## src/design/clws_pkg.sv

```systemverilog
// Shared types, codes and constants for the character-LCD write sequencer.
// No dependencies; imported by clws_div10 and char_lcd_write_sequencer_core.
package clws_pkg;

    typedef enum logic [2:0] {
        ACT_INIT    = 3'd0,
        ACT_COMMAND = 3'd1,
        ACT_DATA    = 3'd2,
        ACT_CURSOR  = 3'd3,
        ACT_NUMBER  = 3'd4,
        ACT_CLEAR   = 3'd5
    } action_t;

    typedef enum logic [1:0] {
        ST_IDLE,
        ST_INIT,
        ST_DIVIDE,
        ST_DIGITS
    } state_t;

    typedef struct packed {
        logic [7:0] bus_byte;
        logic [5:0] lead_wait_ms;
        logic [1:0] trail_wait_ms;
    } init_write_t;

    localparam int NUMBER_W        = 31;
    localparam int PRODUCT_W       = 63;
    localparam int QUOTIENT_W      = 28;
    localparam int MAX_DIGITS_DEF  = 10;
    localparam int DISPLAY_COLUMNS = 16;

    // floor(n / 10) == (n * RECIP_10) >> 35 for every n below 2^32
    localparam logic [31:0] RECIP_10 = 32'hCCCC_CCCD;
    localparam int          RECIP_SHIFT = 35;

    localparam logic [7:0] CMD_FUNCTION_SET = 8'h38;
    localparam logic [7:0] CMD_DISPLAY_ON   = 8'h0C;
    localparam logic [7:0] CMD_CLEAR        = 8'h01;
    localparam logic [7:0] CMD_ENTRY_MODE   = 8'h06;
    localparam logic [7:0] DDRAM_SET        = 8'h80;
    localparam logic [7:0] ROW1_OFFSET      = 8'h40;
    localparam logic [7:0] ASCII_ZERO       = 8'h30;
    localparam logic [5:0] POWER_UP_WAIT    = 6'd50;

    localparam logic [1:0] INIT_LAST_STEP = 2'd3;

    function automatic init_write_t init_write(input logic [1:0] step);
        init_write_t w;
        case (step)
            2'd0:    w = '{CMD_FUNCTION_SET, POWER_UP_WAIT, 2'd1};
            2'd1:    w = '{CMD_DISPLAY_ON, 6'd0, 2'd1};
            2'd2:    w = '{CMD_CLEAR, 6'd0, 2'd2};
            default: w = '{CMD_ENTRY_MODE, 6'd0, 2'd1};
        endcase
        return w;
    endfunction

endpackage

```

## src/design/char_lcd_write_sequencer_core.sv

```systemverilog
// Character-LCD write sequencer: requests in, one bus write per strobe out.
// Command, data, clear: one write, strobe in the cycle after start; cursor
// likewise if row <= 1 and column < 16. Init: four writes on strobe.
// Print number with n digits: one digit per cycle through the shared
// divide-by-ten multiplier, then n strobes.
// No stall from the receiver; asynchronous active-low reset returns to idle.
module char_lcd_write_sequencer_core #(
    parameter int MAX_DIGITS = clws_pkg::MAX_DIGITS_DEF
) (
    input  logic                          clk,
    input  logic                          rst_n,
    input  logic                          start,
    output logic                          busy,
    input  logic [2:0]                    action,
    input  logic [7:0]                    byte_value,
    input  logic [7:0]                    row,
    input  logic [7:0]                    column,
    input  logic [clws_pkg::NUMBER_W-1:0] number,
    output logic                          strobe,
    output logic                          register_select,
    output logic [7:0]                    bus_byte,
    output logic [5:0]                    lead_wait_ms,
    output logic [1:0]                    trail_wait_ms,
    output logic                          last_of_run
);
    import clws_pkg::*;

    localparam int IDX_W = (MAX_DIGITS > 1) ? $clog2(MAX_DIGITS) : 1;

    state_t            state_reg, state_next;
    logic [1:0]        step_reg, step_next;
    logic [IDX_W-1:0]  idx_reg, idx_next;
    logic              strobe_reg, strobe_next;
    logic              rs_reg, rs_next;
    logic [7:0]        byte_reg, byte_next;
    logic [5:0]        lead_reg, lead_next;
    logic [1:0]        trail_reg, trail_next;
    logic              last_reg, last_next;
    logic [3:0]        digit_reg [MAX_DIGITS];

    logic                  div_en;
    logic [NUMBER_W-1:0]   div_in;
    logic [QUOTIENT_W-1:0] quotient;
    logic [3:0]            remainder;
    logic                  digit_we;
    logic                  digits_done;
    init_write_t           iw;

    clws_div10 u_div10 (
        .clk       (clk),
        .en        (div_en),
        .dividend  (div_in),
        .quotient  (quotient),
        .remainder (remainder)
    );

    assign div_in = (state_reg == ST_IDLE) ? number : NUMBER_W'(quotient);
    assign digits_done = (quotient == '0) || (idx_reg == IDX_W'(MAX_DIGITS - 1));

    always_comb
    begin
        state_next  = state_reg;
        step_next   = step_reg;
        idx_next    = idx_reg;
        strobe_next = 1'b0;
        rs_next     = 1'b0;
        byte_next   = byte_reg;
        lead_next   = 6'd0;
        trail_next  = 2'd0;
        last_next   = 1'b0;
        div_en      = 1'b0;
        digit_we    = 1'b0;
        iw          = init_write(step_reg);
        case (state_reg)
            ST_IDLE:
            begin
                if (start)
                begin
                    last_next = 1'b1;
                    case (action)
                        ACT_INIT:
                        begin
                            iw          = init_write(2'd0);
                            strobe_next = 1'b1;
                            byte_next   = iw.bus_byte;
                            lead_next   = iw.lead_wait_ms;
                            trail_next  = iw.trail_wait_ms;
                            last_next   = 1'b0;
                            step_next   = 2'd1;
                            state_next  = ST_INIT;
                        end
                        ACT_COMMAND:
                        begin
                            strobe_next = 1'b1;
                            byte_next   = byte_value;
                        end
                        ACT_DATA:
                        begin
                            strobe_next = 1'b1;
                            rs_next     = 1'b1;
                            byte_next   = byte_value;
                        end
                        ACT_CURSOR:
                        begin
                            if (row <= 8'd1 && column < 8'(DISPLAY_COLUMNS))
                            begin
                                strobe_next = 1'b1;
                                byte_next   = DDRAM_SET + (row[0] ? ROW1_OFFSET : 8'h00)
                                              + column;
                            end
                        end
                        ACT_NUMBER:
                        begin
                            div_en     = 1'b1;
                            idx_next   = '0;
                            state_next = ST_DIVIDE;
                        end
                        ACT_CLEAR:
                        begin
                            strobe_next = 1'b1;
                            byte_next   = CMD_CLEAR;
                        end
                        default:
                        begin
                            last_next = 1'b0;
                        end
                    endcase
                end
            end
            ST_INIT:
            begin
                strobe_next = 1'b1;
                byte_next   = iw.bus_byte;
                lead_next   = iw.lead_wait_ms;
                trail_next  = iw.trail_wait_ms;
                last_next   = (step_reg == INIT_LAST_STEP);
                step_next   = step_reg + 2'd1;
                if (step_reg == INIT_LAST_STEP)
                begin
                    state_next = ST_IDLE;
                end
            end
            ST_DIVIDE:
            begin
                // one digit per cycle, least significant first
                digit_we = 1'b1;
                if (digits_done)
                begin
                    state_next = ST_DIGITS;
                end
                else
                begin
                    div_en   = 1'b1;
                    idx_next = idx_reg + 1'b1;
                end
            end
            ST_DIGITS:
            begin
                strobe_next = 1'b1;
                rs_next     = 1'b1;
                byte_next   = ASCII_ZERO + 8'(digit_reg[idx_reg]);
                last_next   = (idx_reg == '0);
                if (idx_reg == '0)
                begin
                    state_next = ST_IDLE;
                end
                else
                begin
                    idx_next = idx_reg - 1'b1;
                end
            end
            default:
            begin
                state_next = ST_IDLE;
            end
        endcase
    end

    always_ff @(posedge clk or negedge rst_n)
    begin
        if (!rst_n)
        begin
            state_reg  <= ST_IDLE;
            step_reg   <= '0;
            idx_reg    <= '0;
            strobe_reg <= 1'b0;
        end
        else
        begin
            state_reg  <= state_next;
            step_reg   <= step_next;
            idx_reg    <= idx_next;
            strobe_reg <= strobe_next;
        end
    end

    always_ff @(posedge clk)
    begin
        rs_reg    <= rs_next;
        byte_reg  <= byte_next;
        lead_reg  <= lead_next;
        trail_reg <= trail_next;
        last_reg  <= last_next;
        if (digit_we)
        begin
            digit_reg[idx_reg] <= remainder;
        end
    end

    assign busy            = (state_reg != ST_IDLE);
    assign strobe          = strobe_reg;
    assign register_select = rs_reg;
    assign bus_byte        = byte_reg;
    assign lead_wait_ms    = lead_reg;
    assign trail_wait_ms   = trail_reg;
    assign last_of_run     = last_reg;

endmodule

```

## src/design/clws_div10.sv

```systemverilog
// Shared divide-by-ten unit: reciprocal multiply, product registered.
// Quotient and remainder are valid the cycle after en. Uses clws_pkg.
module clws_div10 (
    input  logic                             clk,
    input  logic                             en,
    input  logic [clws_pkg::NUMBER_W-1:0]    dividend,
    output logic [clws_pkg::QUOTIENT_W-1:0]  quotient,
    output logic [3:0]                       remainder
);
    import clws_pkg::*;

    logic [NUMBER_W-1:0]  dividend_reg;
    logic [PRODUCT_W-1:0] prod_reg;
    logic [3:0]           q10_low;

    always_ff @(posedge clk)
    begin
        if (en)
        begin
            dividend_reg <= dividend;
            prod_reg     <= PRODUCT_W'(dividend) * PRODUCT_W'(RECIP_10);
        end
    end

    assign quotient = prod_reg[RECIP_SHIFT +: QUOTIENT_W];

    // true remainder is below ten, so four low bits of n - 10q are enough
    assign q10_low   = 4'({quotient[0], 3'b000}) + 4'({quotient[2:0], 1'b0});
    assign remainder = dividend_reg[3:0] - q10_low;

endmodule
```

## config.mk

```make
export PLATFORM = sky130hd
export DESIGN_NAME = char_lcd_write_sequencer_core
export DESIGN_NICKNAME = d
export VERILOG_FILES = /design/src/design/clws_pkg.sv /design/src/design/char_lcd_write_sequencer_core.sv /design/src/design/clws_div10.sv
export SDC_FILE = /design/constraint.sdc
export NUM_CORES = 1
export LEC_CHECK = 0
export BUFFER_PORTS_ARGS = -buffer_cell sky130_fd_sc_hd__clkbuf_2
export CORE_AREA = 5 5 225 314
export DETAILED_ROUTE_END_ITERATION = 7
export DIE_AREA = 0 0 230 319
export PLACE_DENSITY = 0.37
export RECOVER_POWER = 25
export SYNTH_ARGS = -nofsm -noshare
export SYNTH_HDL_FRONTEND = slang
export SYNTH_SLANG_ARGS = --single-unit
```

## constraint.sdc

```tcl
create_clock -name clk -period 16.9 [get_ports clk]
set_input_delay 1.69 -clock clk [delete_from_list [all_inputs] [get_ports clk]]
set_output_delay 1.69 -clock clk [all_outputs]
set_load 0.01 [all_outputs]
```

==> metrics.md, run 1 <==
| Metric | Value |
|---|---|
| Clk pin slew, worst setup/hold paths | `0.06 ns` |
| Cell Count, Final, Fillers Out | `roughly 2.5k` |
| DIE AREA | `~0.073 mm^2` |
| Register area share after synthesis | `around 16%` |
| Yosys cell types | `70` |
| Grt ovf | `0` |
| Top FF cell, synth | `edfxtp_1` |
| Crit path kind | `in2reg` |
| Final Max Slew Viols | `0` |
| Vias in the first global route | `12.9k` |
| Fin worst setup slack | `7.59 ns` |
| Commonest cells after routing, fill and taps aside | `inv_1, ha_1, fa_1, edfxtp_1, clkbuf_2` |
| Worst Skew | `0.0128 ns` |
| Max FFs per register | `40` |
| MaxCap Viol Count | `0` |
| Outcome | `finished clean` |
| Die height | `~320 um` |
| Postcts setup bufs | `0` |
| Largest net degree at the start of global routing | `43` |
| Area Growth Syn to Fin | `9.74%` |
| Wire per inst | `roughly 21 um` |
| Final worst path period share | `between 50% and 60%` |
| Post-synth EDFFs | `80` |
| Relative slew slack | `a little over a quarter` |
| Gpl congestion | `~0.92` |
| ANT nets after route | `0` |
| Largest fanout on the critical path | `8` |
| CP startpoint kind | `input port` |
| CP bufs+invs | `6` |
| TritonCTS Buffers | `9` |
| Clk_lat worst skew | `between 0.3 and 0.4 ns` |
| H-tree levels | `3` |
| Hold_buf cts | `0` |
| Slowest-stage cell, CP | `fa_1` |
| Finished Cell Area | `0.0183 mm^2` |
| CP Data Arrival Time | `around 9.4 ns` |
| Number of hold violations in the final report | `0` |
| CTS sink count | `94` |
| Layout cell share with drive strength beyond 1 | `9.41%` |
| Initial antenna violation count | `3` |
| Hold WC Path Type | `reg2reg` |
| Total placed cells including tap cells | `roughly 2.5k` |
| Port bufs | `77` |
| Sum Neg Setup Slack | `0 ns` |
| Least-Margin Pin Slew | `around 1.1 ns` |
| DR iter-0 viols | `about 370` |
| Initial Util | `24.6%` |
| FP Rows | `113` |
| Largest stage delay on the critical path | `0.66 ns` |
| Area post-placement | `~0.018 mm^2` |
| CTS Buffer Depth | `2` |
| WL final | `~53000 um` |
| Most frequent CP cell | `fa_1` |
| Root Buffer | `clkbuf_16` |
| First-pass GRT wire length | `80700 um` |
| Seq cells post-synth | `94` |
| Commonest non-fill, non-tap cell in the layout | `inv_1` |
| Final setup fails | `0` |
| Cell Area, Synth | `0.0166 mm^2` |
| Core Box Area | `roughly 0.068 mm^2` |
| Final min period | `slightly above 9 ns` |
| Mapped Cells | `approximately 1.6k` |
| Pre-CTS worst setup slack | `between 7 and 8 ns` |
| Via/cell ratio | `4.49` |
| YS warnings | `0` |
| I/O pin total | `81` |
| Die width | `about 230 um` |
| Fillers | `just over 7k` |
| Setup crit end kind | `register` |
| Peak Freq | `around 110 MHz` |
| Post-layout net count | `around 2.3k` |
| Largest delay share family, worst path | `adder cells` |
| RSZ-0062 raised after global routing | `no` |
| First-pass detailed-route iteration total | `5` |
| CP required | `16.99 ns` |
| Gr usage total | `between 10% and 20%` |
| Avg Cell Area, Syn | `10.3 um^2` |
| DR DRC count | `0` |
| TritonCTS clock tree | `built` |
| Async SR Flop Fraction | `roughly a tenth` |
| Number of gates resized after cts | `0` |
| Via Count | `roughly 11k` |
| Hpwl dp | `roughly 49000 um` |
-- stage by stage --
stage          hold slack (ns)  util, %
5_1_grt                  0.545     27.0
2_1_floorplan            0.470        -
3_5_place_dp             0.501     26.6
4_1_cts                  0.510     27.0
6_report                 0.507     27.0
3_3_place_gp             0.493     26.6
-- worst paths after layout --
check / startpoint / end / slack, ns / cells after the start
max: number[24] / u_div10.prod_reg[53] / 7.59 / 25
max reg2reg: state_reg[1] / u_div10.prod_reg[53] / 7.60 / 27
min: step_reg[0] / step_reg[0] / 0.51 / 1
min in group asynchronous: rst_n / state_reg[1] / 1.35 / 1
min reg2reg: step_reg[0] / step_reg[0] / 0.51 / 1
max in group asynchronous: rst_n / step_reg[0] / 15.11 / 1
-- kinds of logic (layout without fill, tap and decap cells) --
kind of cell             count (synthesis)  in the layout  synth area share (%)
buffers and inverters                  382            438                  8.82
XOR/XNOR                                64             64                  3.37
adder cells (fa/ha/maj)                540            540                  51.0
flip-flops                              94             94                  16.4
AND/OR/NAND/NOR                        245            245                  7.23
AO/OA/AOI/OAI                          225            225                  8.73
other                                    1              5                0.0225
multiplexers                            59             59                  4.44
-- metal layers --
| layer | global-route usage (%) | up-vias | share of wire, % |
|---|---|---|---|
| met3 | 1.21 | 60 | 2.3 |
| met1 | 15.7 | 5621 | 37 |
| li1 | - | 5494 | - |
| met5 | 0 | - | 0.013 |
| met4 | 5.45 | 2 | 3.8 |
| met2 | 29.5 | 195 | 57 |
-- cell type report --
cell class	instances	area, um^2	area share [%]
inverters	342	1280	7.03
flip-flops and latches	94	2730	14.9
multi-input cells	1136	12500	68.3
clock buffers	9	225	1.23
well taps	862	1080	5.91
diodes	2	5.00	0.0274
clock inverters	7	66.3	0.363
repair buffers	80	407	2.23
-- cells in the mapped netlist, types with 9 or more instances --
| cell type | count | share of area [%] |
|---|---|---|
| inv_1 | 341 | 7.7 |
| ha_1 | 310 | 23 |
| fa_1 | 230 | 28 |
| edfxtp_1 | 80 | 14 |
| a21oi_1 | 74 | 2.2 |
| nand2_1 | 68 | 1.5 |
| nor2_1 | 61 | 1.4 |
| o21ai_0 | 51 | 1.5 |
| xnor2_1 | 42 | 2.2 |
| mux2_2 | 38 | 2.6 |
| a21o_1 | 30 | 1.4 |
| nand3_1 | 23 | 0.69 |
| clkbuf_1 | 22 | 0.50 |
| xor2_1 | 22 | 1.2 |
| nand4_1 | 14 | 0.53 |
| mux2i_1 | 13 | 0.78 |
| nor3_1 | 12 | 0.36 |
| nor4_1 | 12 | 0.45 |
| nor2b_1 | 10 | 0.38 |
| a31oi_1 | 9 | 0.34 |
| dfrtp_1 | 9 | 1.4 |
Power of run 1 is left out: the tool's default activity adds up to more than one toggle a clock period on the data nets, which glitch-free logic cannot reach.
==> run 2: changes to the inputs <==
- PLACE_DENSITY: 0.37 -> 0.38
- clock period: 16.9 -> 7.6 ns (I/O delays scaled with it)
==> run 2 against run 1 <==
  * The flow now finishes with violations (negative setup slack)
  * Final cell count up 12%
  * Die area did not move
  * Clock skew increased by 0.0040 ns
  * Flip-flop and latch count unchanged
  * Register-to-register slack lost 7.6 ns
  * Setup slack got worse by 7.6 ns
  * Sequential share of layout area fell by 2.3 points
==> metrics.md, run 2 (same netlist as run 1, synthesis figures left out) <==
| Metric | Value |
|---|---|
| Outcome | `finished with violations` |
| Failing checks | `negative setup slack` |
| Vias in the first global route | `14.0k (+8.2%)` |
| R2r endpoint | `u_div10.prod_reg[62]` |
| I/O pin total | `81 (unchanged)` |
| Initial Util | `24.6% (unchanged)` |
| Crit. Startpoint | `state_reg[1]` |
| Hold WS | `0.400 ns (-0.106 ns)` |
| R2R Setup Slk | `-0.02 ns (-7.62 ns)` |
| Storage element area | `0.00273 mm^2 (unchanged)` |
| Area Growth Syn to Fin | `29.5%` |
| Die height | `319 um (unchanged)` |
| TritonCTS Buffers | `9 (unchanged)` |
| MaxCap Viol Count | `0 (unchanged)` |
| Gpl congestion | `0.878 (-4.9%)` |
| Final setup fails | `1 (+1)` |
| Peak Freq | `around 130 MHz` |
| Final worst path period share | `100%` |
| Grt ovf | `0 (unchanged)` |
| Hold WC Path Type | `in2async` |
| Fin worst setup slack | `-0.0162 ns (-7.61 ns)` |
| ANT nets after route | `0 (unchanged)` |
| Gr usage total | `15.6% (+0.94 points)` |
| Layout cell share with drive strength beyond 1 | `30.0% (+21 points)` |
| Initial antenna violation count | `9 (+6)` |
| Crit path kind | `reg2reg` |
| DIE AREA | `0.0734 mm^2 (unchanged)` |
| Hpwl dp | `51100 um (+4.1%)` |
| Commonest cells after routing, fill and taps aside | `inv_1, ha_1, buf_4, fa_1, edfxtp_1` |
| DR DRC count | `0 (unchanged)` |
| Wire per inst | `20.1 um (-4.5%)` |
| Pre-CTS worst setup slack | `-0.506 ns (-7.74 ns)` |
| Capture point of the worst path | `u_div10.prod_reg[62]` |
| Final min period | `roughly 7.6 ns` |
| Hold_buf cts | `0 (unchanged)` |
| Area of the multi-input gates | `0.0134 mm^2 (+7.5%)` |
| Max FFs per register | `40 (unchanged)` |
| CP startpoint kind | `register` |
| Core Box Area | `0.0676 mm^2 (unchanged)` |
| Clk pin slew, worst setup/hold paths | `0.08 ns (+0.02 ns)` |
| CP Data Arrival Time | `7.76 ns (-1.64 ns)` |
| Reg-to-reg startpoint | `state_reg[1]` |
| Slowest-stage cell, CP | `fa_2` |
| Setup crit end kind | `register` |
| Via/cell ratio | `4.44 (-1.1%)` |
| Die width | `230 um (unchanged)` |
| Fillers | `7028 (-2.0%)` |
| Via Count | `12.6k (+10%)` |
| CTS Buffer Depth | `2 (unchanged)` |
| Clk_lat worst skew | `0.39 ns (+0.04 ns)` |
| Reg2Reg Depth | `30 (+11%)` |
| CTS sink count | `94 (unchanged)` |
| Root Buffer | `clkbuf_16` |
| Least-Margin Pin Slew | `1.08 ns (-0.00946 ns)` |
| Post-layout net count | `2561 (+13%)` |
| DR iter-0 viols | `488 (+31%)` |
| RSZ-0062 raised after global routing | `yes` |
| First-pass GRT wire length | `85600 um (+6.1%)` |
| FP Rows | `113 (unchanged)` |
| CP required | `7.74 ns (-9.25 ns)` |
| H-tree levels | `3 (unchanged)` |
| Largest net degree at the start of global routing | `29 (-33%)` |
| First-pass detailed-route iteration total | `5 (unchanged)` |
| Relative slew slack | `27.3% (+0.39 points)` |
| Final Max Slew Viols | `0 (unchanged)` |
| Largest fanout on the critical path | `7 (-1)` |
| Number of hold violations in the final report | `0 (unchanged)` |
| Worst Skew | `0.0168 ns (+0.00399 ns)` |
| Largest stage delay on the critical path | `0.61 ns (-0.05 ns)` |
| WL final | `56900 um (+6.7%)` |
| Port bufs | `77 (unchanged)` |
| TritonCTS clock tree | `built` |
| Commonest non-fill, non-tap cell in the layout | `inv_1` |
-- run 2: worst max-delay path: cells and delay by family, from the launching register on --
| kind | cells | cell delay [ns] |
|---|---|---|
| xor+xnor | 1 | 0.11 |
| flops | 1 | 0.39 |
| compound gates | 5 | 0.90 |
| fa+ha+maj | 10 | 4.31 |
| buf+inv | 11 | 1.16 |
| simple gates | 2 | 0.18 |
| mux | 1 | 0.31 |
-- run 2: layout make-up --
class	count	area share, %
clock inverter	7	0.285
antenna	1	0.0116
sequential	94	12.7
inverter	342	5.96
timing repair buffer	377	12.8
multi-input combinational	1136	62.2
clock buffer	9	1.05
tap	862	5.01
-- run 2: worst min-delay path by stage --
stage               slack, ns  cells after the start   startpoint     endpoint
floorplan                0.46                      0        rst_n   idx_reg[0]
global placement         0.49                      1  step_reg[0]  step_reg[0]
detailed placement       0.51                      1  step_reg[0]  step_reg[0]
CTS                      0.24                      1        rst_n  step_reg[0]
global route             0.42                      1        rst_n  step_reg[0]
finish                   0.40                      1        rst_n       strobe
-- run 2: metal layers --
| layer | track usage (%) | share of wire, % |
|---|---|---|
| met1 | 17.8 | 39 |
| met2 | 28.6 | 53 |
| met3 | 3.51 | 4.3 |
| met4 | 5.57 | 3.5 |
| met5 | 0 | 0.14 |
-- run 2: stage by stage --
| step | std cells | TNS [ns] | instance area [um^2] | utilization, % |
|---|---|---|---|---|
| floorplan | 1612 | 0 | 16700 | - |
| global placement | 2772 | -5.55 | 20000 | 29.5 |
| detailed placement | 2772 | -6.08 | 20000 | 29.5 |
| CTS | 2807 | 0 | 20900 | 31.0 |
| global route | 2827 | -2.32 | 21500 | 31.9 |
| finish | 2828 | -0.0162 | 21500 | 31.9 |
-- run 2: what timing repair did --
action | in CTS | in global routing
endpoints found under the hold margin | 0 | 0
gates cloned | 1 | 0
buffers inserted | 19 | 20
setup endpoints to repair | 24 | 25
gates resized for setup | 101 | 100
pin swaps | 44 | 72
Power of run 2 is left out for the same reason.
